## config.mk

```make
export PLATFORM = sky130hd
export DESIGN_NAME = edit_distance_engine_unit
export DESIGN_NICKNAME = d
export VERILOG_FILES = /design/src/hw/rtl/ede_pkg.sv /design/src/hw/rtl/ede_ram.sv /design/src/hw/rtl/ede_pass.sv /design/src/hw/rtl/edit_distance_engine_unit.sv
export SDC_FILE = /design/constraint.sdc
export NUM_CORES = 2
export LEC_CHECK = 0
export ABC_AREA = 1
export BUFFER_PORTS_ARGS = -buffer_cell sky130_fd_sc_hd__buf_2
export CORE_MARGIN = 8
export CORE_UTILIZATION = 44
export DETAILED_ROUTE_END_ITERATION = 7
export PLACE_DENSITY = 0.59
export SLEW_MARGIN = 20
export SYNTH_ARGS = -nofsm -noshare
export SYNTH_HDL_FRONTEND = slang
export SYNTH_MEMORY_MAX_BITS = 65536
export SYNTH_SLANG_ARGS = --single-unit
```

## constraint.sdc

```tcl
create_clock -name aclk -period 15.19 [get_ports aclk]
set_input_delay 1.519 -clock aclk [delete_from_list [all_inputs] [get_ports aclk]]
set_output_delay 1.519 -clock aclk [all_outputs]
set_load 0.02 [all_outputs]
```

## src/hw/rtl/ede_pkg.sv

```systemverilog
// ----------------------------------------------------------------------------
// ede_pkg
// shared constants and types of the edit distance engine
// ----------------------------------------------------------------------------
package ede_pkg;

    localparam int MAX_LEN_DEF = 256;
    localparam int SYM_W       = 8;
    localparam int DIST_W      = 9;
    localparam int S_TDATA_W   = 8;
    localparam int S_TUSER_W   = 2;
    localparam int M_TDATA_W   = 16;
    localparam int M_TUSER_W   = 1;

    // s_tuser bit positions
    localparam int TUSER_MODE  = 0;
    localparam int TUSER_EMPTY = 1;

    // mode codes
    localparam logic MODE_REF   = 1'b0;
    localparam logic MODE_FIRST = 1'b1;

    typedef enum logic [1:0] {
        ST_IDLE,
        ST_PASS,
        ST_EMIT
    } state_t;

    typedef struct packed {
        logic start;
        logic virt;
    } pass_ctl_t;

    typedef struct packed {
        logic busy;
        logic done;
    } pass_sts_t;

endpackage

```

## src/hw/rtl/ede_ram.sv

```systemverilog
// ----------------------------------------------------------------------------
// ede_ram
// generic simple dual-port ram, one write port, one registered read port
// ----------------------------------------------------------------------------
module ede_ram #(
    parameter int WIDTH = 8,
    parameter int DEPTH = 256,
    localparam int AW = (DEPTH > 1) ? $clog2(DEPTH) : 1
) (
    input  logic             aclk,
    input  logic             we,
    input  logic [AW-1:0]    waddr,
    input  logic [WIDTH-1:0] wdata,
    input  logic [AW-1:0]    raddr,
    output logic [WIDTH-1:0] rdata
);

    logic [WIDTH-1:0] mem [DEPTH];
    logic [WIDTH-1:0] rdata_reg;

    always_ff @(posedge aclk) begin
        if (we) begin
            mem[waddr] <= wdata;
        end
        rdata_reg <= mem[raddr];
    end

    assign rdata = rdata_reg;

endmodule

```

## src/hw/rtl/ede_pass.sv

```systemverilog
// ----------------------------------------------------------------------------
// ede_pass
// walks the cost row once per first-word character, one column per cycle:
// issues row and reference reads, then computes and writes back each column
// ----------------------------------------------------------------------------
module ede_pass #(
    parameter int MAX_LEN = ede_pkg::MAX_LEN_DEF,
    localparam int CW = $clog2(MAX_LEN + 1),
    localparam int AW = (MAX_LEN > 1) ? $clog2(MAX_LEN) : 1
) (
    input  logic                     aclk,
    input  logic                     aresetn,
    input  ede_pkg::pass_ctl_t       ctl,
    input  logic [ede_pkg::SYM_W-1:0] sym,
    input  logic [CW-1:0]            ref_len,
    input  logic [CW-1:0]            row_idx,
    output ede_pkg::pass_sts_t       sts,
    output logic [CW-1:0]            tail,
    output logic [AW-1:0]            rd_addr,
    input  logic [CW-1:0]            row_rdata,
    input  logic [ede_pkg::SYM_W-1:0] ref_rdata,
    output logic                     row_we,
    output logic [AW-1:0]            row_waddr,
    output logic [CW-1:0]            row_wdata
);

    logic                      issue_reg, issue_next;
    logic                      v_reg, v_next;
    logic [CW-1:0]             jiss_reg, jiss_next;
    logic [CW-1:0]             j_reg, j_next;
    logic [CW-1:0]             diag_reg, diag_next;
    logic [CW-1:0]             left_reg, left_next;
    logic                      virt_reg, virt_next;
    logic [ede_pkg::SYM_W-1:0] sym_reg, sym_next;
    logic [CW-1:0]             n_reg, n_next;

    logic [CW-1:0] up;
    logic [CW-1:0] mn;
    logic [CW-1:0] val;

    always_comb begin
        up = virt_reg ? j_reg : row_rdata;
        mn = (diag_reg < up) ? diag_reg : up;
        mn = (mn < left_reg) ? mn : left_reg;
        val = (ref_rdata == sym_reg) ? diag_reg : mn + CW'(1);
    end

    always_comb begin
        issue_next = issue_reg;
        v_next     = 1'b0;
        jiss_next  = jiss_reg;
        j_next     = j_reg;
        diag_next  = diag_reg;
        left_next  = left_reg;
        virt_next  = virt_reg;
        sym_next   = sym_reg;
        n_next     = n_reg;
        if (issue_reg) begin
            v_next     = 1'b1;
            j_next     = jiss_reg;
            jiss_next  = jiss_reg + CW'(1);
            issue_next = (jiss_reg != n_reg);
        end
        if (v_reg) begin
            diag_next = up;
            left_next = val;
        end
        if (ctl.start) begin
            issue_next = 1'b1;
            jiss_next  = CW'(1);
            diag_next  = row_idx;
            left_next  = row_idx + CW'(1);
            virt_next  = ctl.virt;
            sym_next   = sym;
            n_next     = ref_len;
        end
    end

    always_ff @(posedge aclk) begin
        if (!aresetn) begin
            issue_reg <= 1'b0;
            v_reg     <= 1'b0;
        end else begin
            issue_reg <= issue_next;
            v_reg     <= v_next;
        end
        jiss_reg <= jiss_next;
        j_reg    <= j_next;
        diag_reg <= diag_next;
        left_reg <= left_next;
        virt_reg <= virt_next;
        sym_reg  <= sym_next;
        n_reg    <= n_next;
    end

    assign rd_addr   = AW'(jiss_reg - CW'(1));
    assign row_we    = v_reg;
    assign row_waddr = AW'(j_reg - CW'(1));
    assign row_wdata = val;
    assign tail      = val;
    assign sts.busy  = issue_reg | v_reg;
    assign sts.done  = v_reg && (j_reg == n_reg);

endmodule

```

## src/hw/rtl/edit_distance_engine_unit.sv

```systemverilog
// ----------------------------------------------------------------------------
// edit_distance_engine_unit
// levenshtein distance between a stored reference word and streamed words
// ----------------------------------------------------------------------------
// reference item (mode 0): stored in the reference memory unless empty or full
// first-word character: walks the cost row memory over the n = reference length
//   columns, one column per cycle; no walk for n = 0
// empty or truncated first-word item: no walk over the cost row
// a first-word item with last goes on to load the result, held while one waits
// reset clears control state only, the memories are not cleared
// ----------------------------------------------------------------------------
module edit_distance_engine_unit #(
    parameter int MAX_LEN = ede_pkg::MAX_LEN_DEF
) (
    input  logic                          aclk,
    input  logic                          aresetn,
    input  logic                          s_tvalid,
    output logic                          s_tready,
    input  logic [ede_pkg::S_TDATA_W-1:0] s_tdata,   // symbol
    input  logic [ede_pkg::S_TUSER_W-1:0] s_tuser,   // mode, empty_req
    input  logic                          s_tlast,
    output logic                          m_tvalid,
    input  logic                          m_tready,
    output logic [ede_pkg::M_TDATA_W-1:0] m_tdata,   // distance, zero pad
    output logic [ede_pkg::M_TUSER_W-1:0] m_tuser    // overflow
);

    localparam int CW = $clog2(MAX_LEN + 1);
    localparam int AW = (MAX_LEN > 1) ? $clog2(MAX_LEN) : 1;

    ede_pkg::state_t state_reg, state_next;

    logic [CW-1:0] len_reg, len_next;
    logic [CW-1:0] fwc_reg, fwc_next;
    logic          ovf_reg, ovf_next;
    logic          loading_reg, loading_next;
    logic [CW-1:0] tail_reg, tail_next;
    logic [CW-1:0] res_reg, res_next;
    logic          last_reg, last_next;

    logic                          mtv_reg, mtv_next;
    logic [ede_pkg::DIST_W-1:0]    mdist_reg, mdist_next;
    logic                          movf_reg, movf_next;

    logic                      accept;
    logic                      mode;
    logic                      empty;
    logic [ede_pkg::SYM_W-1:0] sym;
    logic [CW-1:0]             len_eff;
    logic [CW-1:0]             fwc_eff;

    logic                      ref_we;
    ede_pkg::pass_ctl_t        pctl;
    ede_pkg::pass_sts_t        psts;
    logic [CW-1:0]             ptail;
    logic [AW-1:0]             rd_addr;
    logic [CW-1:0]             row_rdata;
    logic [ede_pkg::SYM_W-1:0] ref_rdata;
    logic                      row_we;
    logic [AW-1:0]             row_waddr;
    logic [CW-1:0]             row_wdata;

    assign s_tready = (state_reg == ede_pkg::ST_IDLE);
    assign accept   = s_tvalid && s_tready;
    assign mode     = s_tuser[ede_pkg::TUSER_MODE];
    assign empty    = s_tuser[ede_pkg::TUSER_EMPTY];
    assign sym      = s_tdata[ede_pkg::SYM_W-1:0];
    assign len_eff  = loading_reg ? len_reg : '0;
    assign fwc_eff  = loading_reg ? '0 : fwc_reg;

    always_comb begin
        state_next   = state_reg;
        len_next     = len_reg;
        fwc_next     = fwc_reg;
        ovf_next     = ovf_reg;
        loading_next = loading_reg;
        tail_next    = tail_reg;
        res_next     = res_reg;
        last_next    = last_reg;
        mtv_next     = mtv_reg && !m_tready;
        mdist_next   = mdist_reg;
        movf_next    = movf_reg;
        ref_we       = 1'b0;
        pctl.start   = 1'b0;
        pctl.virt    = (fwc_eff == '0);

        unique case (state_reg)
            ede_pkg::ST_IDLE: begin
                if (accept && mode == ede_pkg::MODE_REF) begin
                    // a load that starts fresh clears length and flag
                    len_next     = len_eff;
                    ovf_next     = loading_reg ? ovf_reg : 1'b0;
                    fwc_next     = '0;
                    loading_next = !s_tlast;
                    if (!empty) begin
                        if (len_eff < CW'(MAX_LEN)) begin
                            ref_we   = 1'b1;
                            len_next = len_eff + CW'(1);
                        end else begin
                            ovf_next = 1'b1;
                        end
                    end
                end else if (accept) begin
                    loading_next = 1'b0;
                    last_next    = s_tlast;
                    if (!empty && fwc_eff < CW'(MAX_LEN)) begin
                        fwc_next = s_tlast ? '0 : fwc_eff + CW'(1);
                        if (len_reg == '0) begin
                            tail_next = fwc_eff + CW'(1);
                            res_next  = fwc_eff + CW'(1);
                            if (s_tlast) begin
                                state_next = ede_pkg::ST_EMIT;
                            end
                        end else begin
                            pctl.start = 1'b1;
                            state_next = ede_pkg::ST_PASS;
                        end
                    end else begin
                        if (!empty) begin
                            ovf_next = 1'b1;
                        end
                        fwc_next = s_tlast ? '0 : fwc_eff;
                        res_next = (fwc_eff == '0) ? len_reg : tail_reg;
                        if (s_tlast) begin
                            state_next = ede_pkg::ST_EMIT;
                        end
                    end
                end
            end
            ede_pkg::ST_PASS: begin
                if (psts.done) begin
                    tail_next  = ptail;
                    res_next   = ptail;
                    state_next = last_reg ? ede_pkg::ST_EMIT : ede_pkg::ST_IDLE;
                end
            end
            ede_pkg::ST_EMIT: begin
                if (!mtv_reg || m_tready) begin
                    mtv_next   = 1'b1;
                    mdist_next = ede_pkg::DIST_W'(res_reg);
                    movf_next  = ovf_reg;
                    state_next = ede_pkg::ST_IDLE;
                end
            end
            default: begin
                state_next = ede_pkg::ST_IDLE;
            end
        endcase
    end

    always_ff @(posedge aclk) begin
        if (!aresetn) begin
            state_reg   <= ede_pkg::ST_IDLE;
            len_reg     <= '0;
            fwc_reg     <= '0;
            ovf_reg     <= 1'b0;
            loading_reg <= 1'b0;
            mtv_reg     <= 1'b0;
        end else begin
            state_reg   <= state_next;
            len_reg     <= len_next;
            fwc_reg     <= fwc_next;
            ovf_reg     <= ovf_next;
            loading_reg <= loading_next;
            mtv_reg     <= mtv_next;
        end
        tail_reg  <= tail_next;
        res_reg   <= res_next;
        last_reg  <= last_next;
        mdist_reg <= mdist_next;
        movf_reg  <= movf_next;
    end

    ede_ram #(
        .WIDTH (ede_pkg::SYM_W),
        .DEPTH (MAX_LEN)
    ) u_ref_ram (
        .aclk  (aclk),
        .we    (ref_we),
        .waddr (AW'(len_eff)),
        .wdata (sym),
        .raddr (rd_addr),
        .rdata (ref_rdata)
    );

    ede_ram #(
        .WIDTH (CW),
        .DEPTH (MAX_LEN)
    ) u_row_ram (
        .aclk  (aclk),
        .we    (row_we),
        .waddr (row_waddr),
        .wdata (row_wdata),
        .raddr (rd_addr),
        .rdata (row_rdata)
    );

    ede_pass #(
        .MAX_LEN (MAX_LEN)
    ) u_pass (
        .aclk      (aclk),
        .aresetn   (aresetn),
        .ctl       (pctl),
        .sym       (sym),
        .ref_len   (len_reg),
        .row_idx   (fwc_eff),
        .sts       (psts),
        .tail      (ptail),
        .rd_addr   (rd_addr),
        .row_rdata (row_rdata),
        .ref_rdata (ref_rdata),
        .row_we    (row_we),
        .row_waddr (row_waddr),
        .row_wdata (row_wdata)
    );

    assign m_tvalid = mtv_reg;
    assign m_tdata  = ede_pkg::M_TDATA_W'(mdist_reg);
    assign m_tuser  = movf_reg;

    // row walk only runs while the control waits for it
    a_pass_in_pass: assert property (@(posedge aclk) disable iff (!aresetn)
        psts.busy |-> state_reg == ede_pkg::ST_PASS)
        else $error("row walk active outside pass state");

    a_len_range: assert property (@(posedge aclk) disable iff (!aresetn)
        len_reg <= CW'(MAX_LEN))
        else $error("reference length beyond limit");

    a_fwc_range: assert property (@(posedge aclk) disable iff (!aresetn)
        fwc_reg <= CW'(MAX_LEN))
        else $error("first word count beyond limit");

    a_loading_fwc: assert property (@(posedge aclk) disable iff (!aresetn)
        loading_reg |-> fwc_reg == '0)
        else $error("first word count live during reference load");

    a_emit_src: assert property (@(posedge aclk) disable iff (!aresetn)
        $rose(mtv_reg) |-> $past(state_reg == ede_pkg::ST_EMIT))
        else $error("result transfer raised outside emit state");

endmodule
```

# == Yosys cells after proc, flatten, opt, wreduce, memory -nomap -nowiden ==
# Memories as Yosys holds them, arrays and structs flattened. A register that Yosys moved wholly into a read port is not among the register bits.
# Cells that the tools add are included.
# word_totals
mem_bits_rw,4352
regBits,108
word_cells,136
memories,2
inputBits,15
# classes
n_lt_le_gt_ge,4
n_reduce_logical,24
n_addsub,6
eq_ne,14
n_bitwise,2
muxes,64
# memory_table
memory,words,width,rd,rd_clocked_by_memory_dff,wr,line,text
u_row_ram.mem,256,9,1,1,1,ede_ram.sv:18,logic [WIDTH-1:0] mem [DEPTH];
u_ref_ram.mem,256,8,1,1,1,ede_ram.sv:18,
# op_table
op,n
2-to-1 mux 9 bit,26
adder 9 x 1 -> 9 bit (second input constant),4
case mux 9 bit (2 select lines),2
2-to-1 mux 1 bit,27
logical NOT 9 bit,2
less-than comparator 9 bit,2
less-than comparator 9 bit (second input constant),2
2-to-1 mux 2 bit,8
subtractor 8 x 1 -> 8 bit (second input constant),2
== test 9 bit,1
!= test 9 bit,1
== test 8 bit,1
!= test 2 x 1 -> 1 bit (second input constant),4
!= test 2 bit (second input constant),4
AND reduction 4 bit,2
case mux 2 bit (3 select lines),1
AND reduction 2 bit,3
AND reduction 6 bit,1
nonzero test 2 bit,3
logical AND 1 bit,5
AND reduction 5 bit,1
logical NOT 1 bit,4
!= test 3 x 2 -> 1 bit (second input constant),1
AND reduction 3 bit,1
5 further kinds,6

# == Longest topological paths before layout ==
# logic_depth
ltp_word,9
ltp_mapped,29
ltp_nobuf,28

# == By module ==
# From an unflattened synthesis, not the netlist that was laid out.
# unflattened
cells_unflattened,15681
area_unflattened_um2,183647.4
# modules_own_cells
mod,area_each_um2,cells_per_inst,instances
ede_ram (u_row_ram),93519.7,7826,1
ede_ram (u_ref_ram),83396.2,7003,1
ede_pass,3862.5,462,1
edit_distance_engine_unit,2869.0,390,1

# == Least setup slack after synthesis ==
# Ideal clock, no wire load.
# synth_timing
path_kind,register -> register
from,register u_pass.sym_reg[5] (netlist bit)
to,memory u_row_ram.mem[0][1] (netlist bit) (data pin)
path_stages_with_launch,5
slack_ns,2.072
required_time_ns,12.982
t_arrival_ns,10.910
path_cell_list,edfxtp_1 xor2_1 nor4_1 nand2_1 o21ai_0
# synth_between
elab_chain_len,2
# synth_lines
item,line,text
"start, declared",ede_pass.sv:34,"logic [ede_pkg::SYM_W-1:0] sym_reg, sym_next;"
"start signal, assigned",ede_pass.sv:92,sym_reg <= sym_next;
== test 8 bit,ede_pass.sv:45,val = (ref_rdata == sym_reg) ? diag_reg : mn + CW'(1);
2-to-1 mux 9 bit,ede_pass.sv:45,
via ptail[1],edit_distance_engine_unit.sv:55,logic [CW-1:0] ptail;
"end, declared",ede_ram.sv:18,
# The timed path passes the listed nets, and every way through them passes these cells.

# == Worst setup path after layout ==
# layout_timing
from,register u_pass.virt_reg
to,memory u_row_ram.mem[136][4] (netlist bit) (data pin)
# layout_between
elab_chain_len,7
# layout_lines
item,line,text
"start, declared",ede_pass.sv:33,"logic virt_reg, virt_next;"
"start signal, assigned",ede_pass.sv:91,virt_reg <= virt_next;
2-to-1 mux 9 bit (*),ede_pass.sv:42,up = virt_reg ? j_reg : row_rdata;
less-than comparator 9 bit,ede_pass.sv:43,mn = (diag_reg < up) ? diag_reg : up;
2-to-1 mux 9 bit (*),ede_pass.sv:43,
less-than comparator 9 bit,ede_pass.sv:44,mn = (mn < left_reg) ? mn : left_reg;
2-to-1 mux 9 bit (*),ede_pass.sv:44,
adder 9 x 1 -> 9 bit (*),ede_pass.sv:45,
2-to-1 mux 9 bit (*),ede_pass.sv:45,
via ptail[4],edit_distance_engine_unit.sv:55,
# Mark *: on every way through the listed nets, which the timed path passes. The rest lies on a longest branch.

==> results.json <==
{
  "yosys.area.top_type": "edfxtp_1",
  "crit_fanout": 97,
  "grt_setup_unrepaired": "false",
  "cts.repair.resized": 0,
  "cts_buffers": 445,
  "drtPass1Iterations": 8,
  "synthFlopType": "edfxtp_1",
  "path_depth": 23,
  "ant_nets": 0,
  "hp-start": "res_reg[5]",
  "worstSetupStartpointType": "flip-flop",
  "wl_per_cell_um": 26.1,
  "avgSynthCellArea_um2": 12.7,
  "synth_area_um2": 179000,
  "largest_reg_flops": 2304,
  "netSwitchingFraction": 0.404,
  "hold_viol": 0,
  "clockBufferDepth": 4,
  "vias": 116000,
  "die_w_um": 654,
  "p_comb_frac": 0.390,
  "place_hpwl_um": 277000,
  "ys_warn_count": 0,
  "slowest_delay_ps": 890,
  "synth-xor-area-share": 0.00220,
  "totalWireLength_um": 510000,
  "cts_tree": "yes",
  "crit_type": "flip-flop to flip-flop",
  "tns_ps": 0,
  "rows": 234,
  "seqPwrFrac": 0.350,
  "root_buffer": "clkbuf_16",
  "crit_buf_inv": 3,
  "netlist_top_cells_area": "edfxtp_1 74%, nor2_1 6.9%, o21ai_0 6.7%",
  "maxCapViolCount": 0,
  "tightest_slew_ps": 1250,
  "die_y_um": 654,
  "start_util": 0.441,
  "grt-ovfl-total": 0,
  "fin_worst_skew_ps": 63.2,
  "drive_gt1_frac": 0.0667,
  "fin_crit_sh": 0.478,
  "yosysSeqAreaShare": 0.748,
  "slew_headroom": 0.163,
  "largest-register": "u_row_ram.mem",
  "gp_congestion": 0.836,
  "ir_drop_mv": 0.292,
  "drt-initial-drc-count": 14000,
  "synthMuxAreaShare": 0.0000559,
  "final_max_slew_viol_count": 0,
  "postSynth.asyncResetShare": 0,
  "h-tree-depth": 5,
  "synth_cell_types": 51,
  "post-route-util": 0.487,
  "path_delay_family": "simple AND/OR/NAND/NOR gates",
  "avgViaCountPerCell": 5.91,
  "reg_top3": "u_row_ram.mem x2304, u_ref_ram.mem x2048",
  "cts.clk_slew.worst_paths_ps": 60,
  "synth-adder-area-share": 0.00175,
  "synth_compound_area_frac": 0.128,
  "end_kind": "flip-flop",
  "track_usage": 0.229,
  "cts.sinks": 4477,
  "clk-insertion-delay-late_ps": 990,
  "antenna_found_initial": 23,
  "required_ps": 15770,
  "drcViolationCount": 0,
  "clock.fmax_ghz": 0.138,
  "grt_pass1_wl_um": 742000,
  "power.density_nw_per_um2": 206,
  "yosys.area_share.simple": 0.0915,
  "core_um2": 406000,
  "io_buffers": 26,
  "p_sw_mw": 16.5,
  "slowest_stage": "buf_4",
  "r2r-start": "u_pass.virt_reg",
  "path_cells": "inv_1 -> or2_2 -> o21ai_0 -> ha_1 -> a21o_1 -> nor2_1 -> nand3_4 -> o21ai_0 -> ha_1 -> a21oi_1 -> o21ai_0 -> a21oi_2 -> nand3_1 -> nand2_1 -> ha_1 -> nand3_2 -> nor2_4 -> nand2_1 -> nand2_1 -> nand2_1 -> nand2_8 -> buf_4 -> buf_4",
  "status": "finished clean",
  "area_growth_pct": 10.3,
  "yosysTopAreaCellShare": 0.743,
  "p_int_mw": 24.3,
  "syn_inst": 14100,
  "reg2reg_depth": 23,
  "synth-seq-cells": 4477,
  "cpMostUsedCell": "nand2_1",
  "die_area_um2": 427000,
  "ioPinCount": 34,
  "leakage_nw": 61.3,
  "post_cts_buffers": 0,
  "critPathLaunch": "u_pass.virt_reg",
  "min-delay-path-class": "flip-flop to flip-flop",
  "worstPathArrival_ps": 7840,
  "num-nets-final": 13800,
  "min_period_ps": 7260,
  "synth_top_family_by_area": "compound AO/OA/AOI/OAI gates",
  "hold_path_depth": 0,
  "p_clk_frac": 0.260,
  "synth_edf_count": 4426,
  "grt_max_degree": 215,
  "final-setup-viol-count": 0,
  "holdBufCountCts": 0,
  "grt_pass1_vias": 108000
}
[placed cells by master, fill, tap and decap left out, types with 6 or more instances in the layout]
cell        count
nor2_2         36
or2_1          17
clkbuf_1      123
a21oi_1        71
xor2_1         28
nand2_1       508
ha_1           24
bufinv_16      26
clkbuf_16     454
clkinvlp_4      7
diode_2         7
nor4_1          6
clkinv_2       73
o21ai_1       378
buf_4         178
conb_1          7
inv_2          11
inv_1         114
o22ai_1      1358
buf_12         20
buf_8           9
clkinv_1      118
nand3_2        11
nand2_2        38
nor2_1       3271
nand4_1        12
dfxtp_1        50
edfxtp_1     4426
buf_2          18
o21ai_0      2409
nor3_1         16
nand3_1       247
clkinv_8        9
[synthesized netlist by cell type, drive strengths merged, types with 3 or more instances]
library cell  number
edfxtp          4426
nor2            3313
o21ai           2789
o22ai           1359
clkbuf           645
nand2            550
buf              400
nand3            259
inv              131
a21oi             73
dfxtp             51
xor2              34
ha                25
or2               22
nor3              16
nand4             13
nor4               6
xnor2              5
and2               3
clkinv             3
[final timing paths]
path	endpoint	slack, ps
min reg2reg	mdist_reg[5]	450
max	u_row_ram.mem[136][4]	7930
min	mdist_reg[5]	450
max reg2reg	u_row_ram.mem[136][4]	7930
[cells by family after synthesis]
logic type                 Yosys count
DFF                               4477
AOI/OAI and AO/OA                 4229
and+or+nand+nor                   4185
buffers and inverters             1179
xor gates and xnor gates            39
adders and majority gates           25
other                                1
muxes                                1
[area by class of cell]
cell class | count | area [um2]
antenna | 7 | 17.5
clock buffer | 578 | 11800
clock inverter | 240 | 1920
fill | 35200 | 208000
inverter | 134 | 566
multi-input combinational | 8486 | 40300
sequential | 4477 | 134000
tap | 5428 | 6790
timing repair buffer | 227 | 2000
[through the flow]
step / total power [mW] / worst slack, ps / cells / area, um2 / hold WS, ps
after detailed placement: 30.2 / 7920 / 18800 / 184000 / 412
after floorplan: 24.6 / 2070 / 14100 / 179000 / 400
after global placement: 30.1 / 7910 / 18700 / 183000 / 438
after CTS: 40.6 / 7880 / 19600 / 197000 / 449
after global routing: 42.6 / 7490 / 19600 / 197000 / 466
final: 40.7 / 7930 / 19600 / 197000 / 453
[layer usage]
layer	share of wire	wire, um	GRT usage	vias up
met1	0.43	221000	0.340	58100
met3	0.091	46200	0.0401	781
met4	0.027	13700	0.0595	6
li1	-	-	-	51600
met2	0.45	229000	0.350	5173
met5	0.000055	28	0	-
[power by group through the flow]
stage,combinational (mW),clock (mW),sequential [mW]
6_report,15.9,10.6,14.3
5_1_grt,17.2,11.1,14.3
4_1_cts,15.7,10.7,14.3
3_5_place_dp,15.7,0,14.5
3_3_place_gp,15.6,0,14.5
2_1_floorplan,9.90,0,14.7
Note: power is estimated with default switching activity, not from simulation.
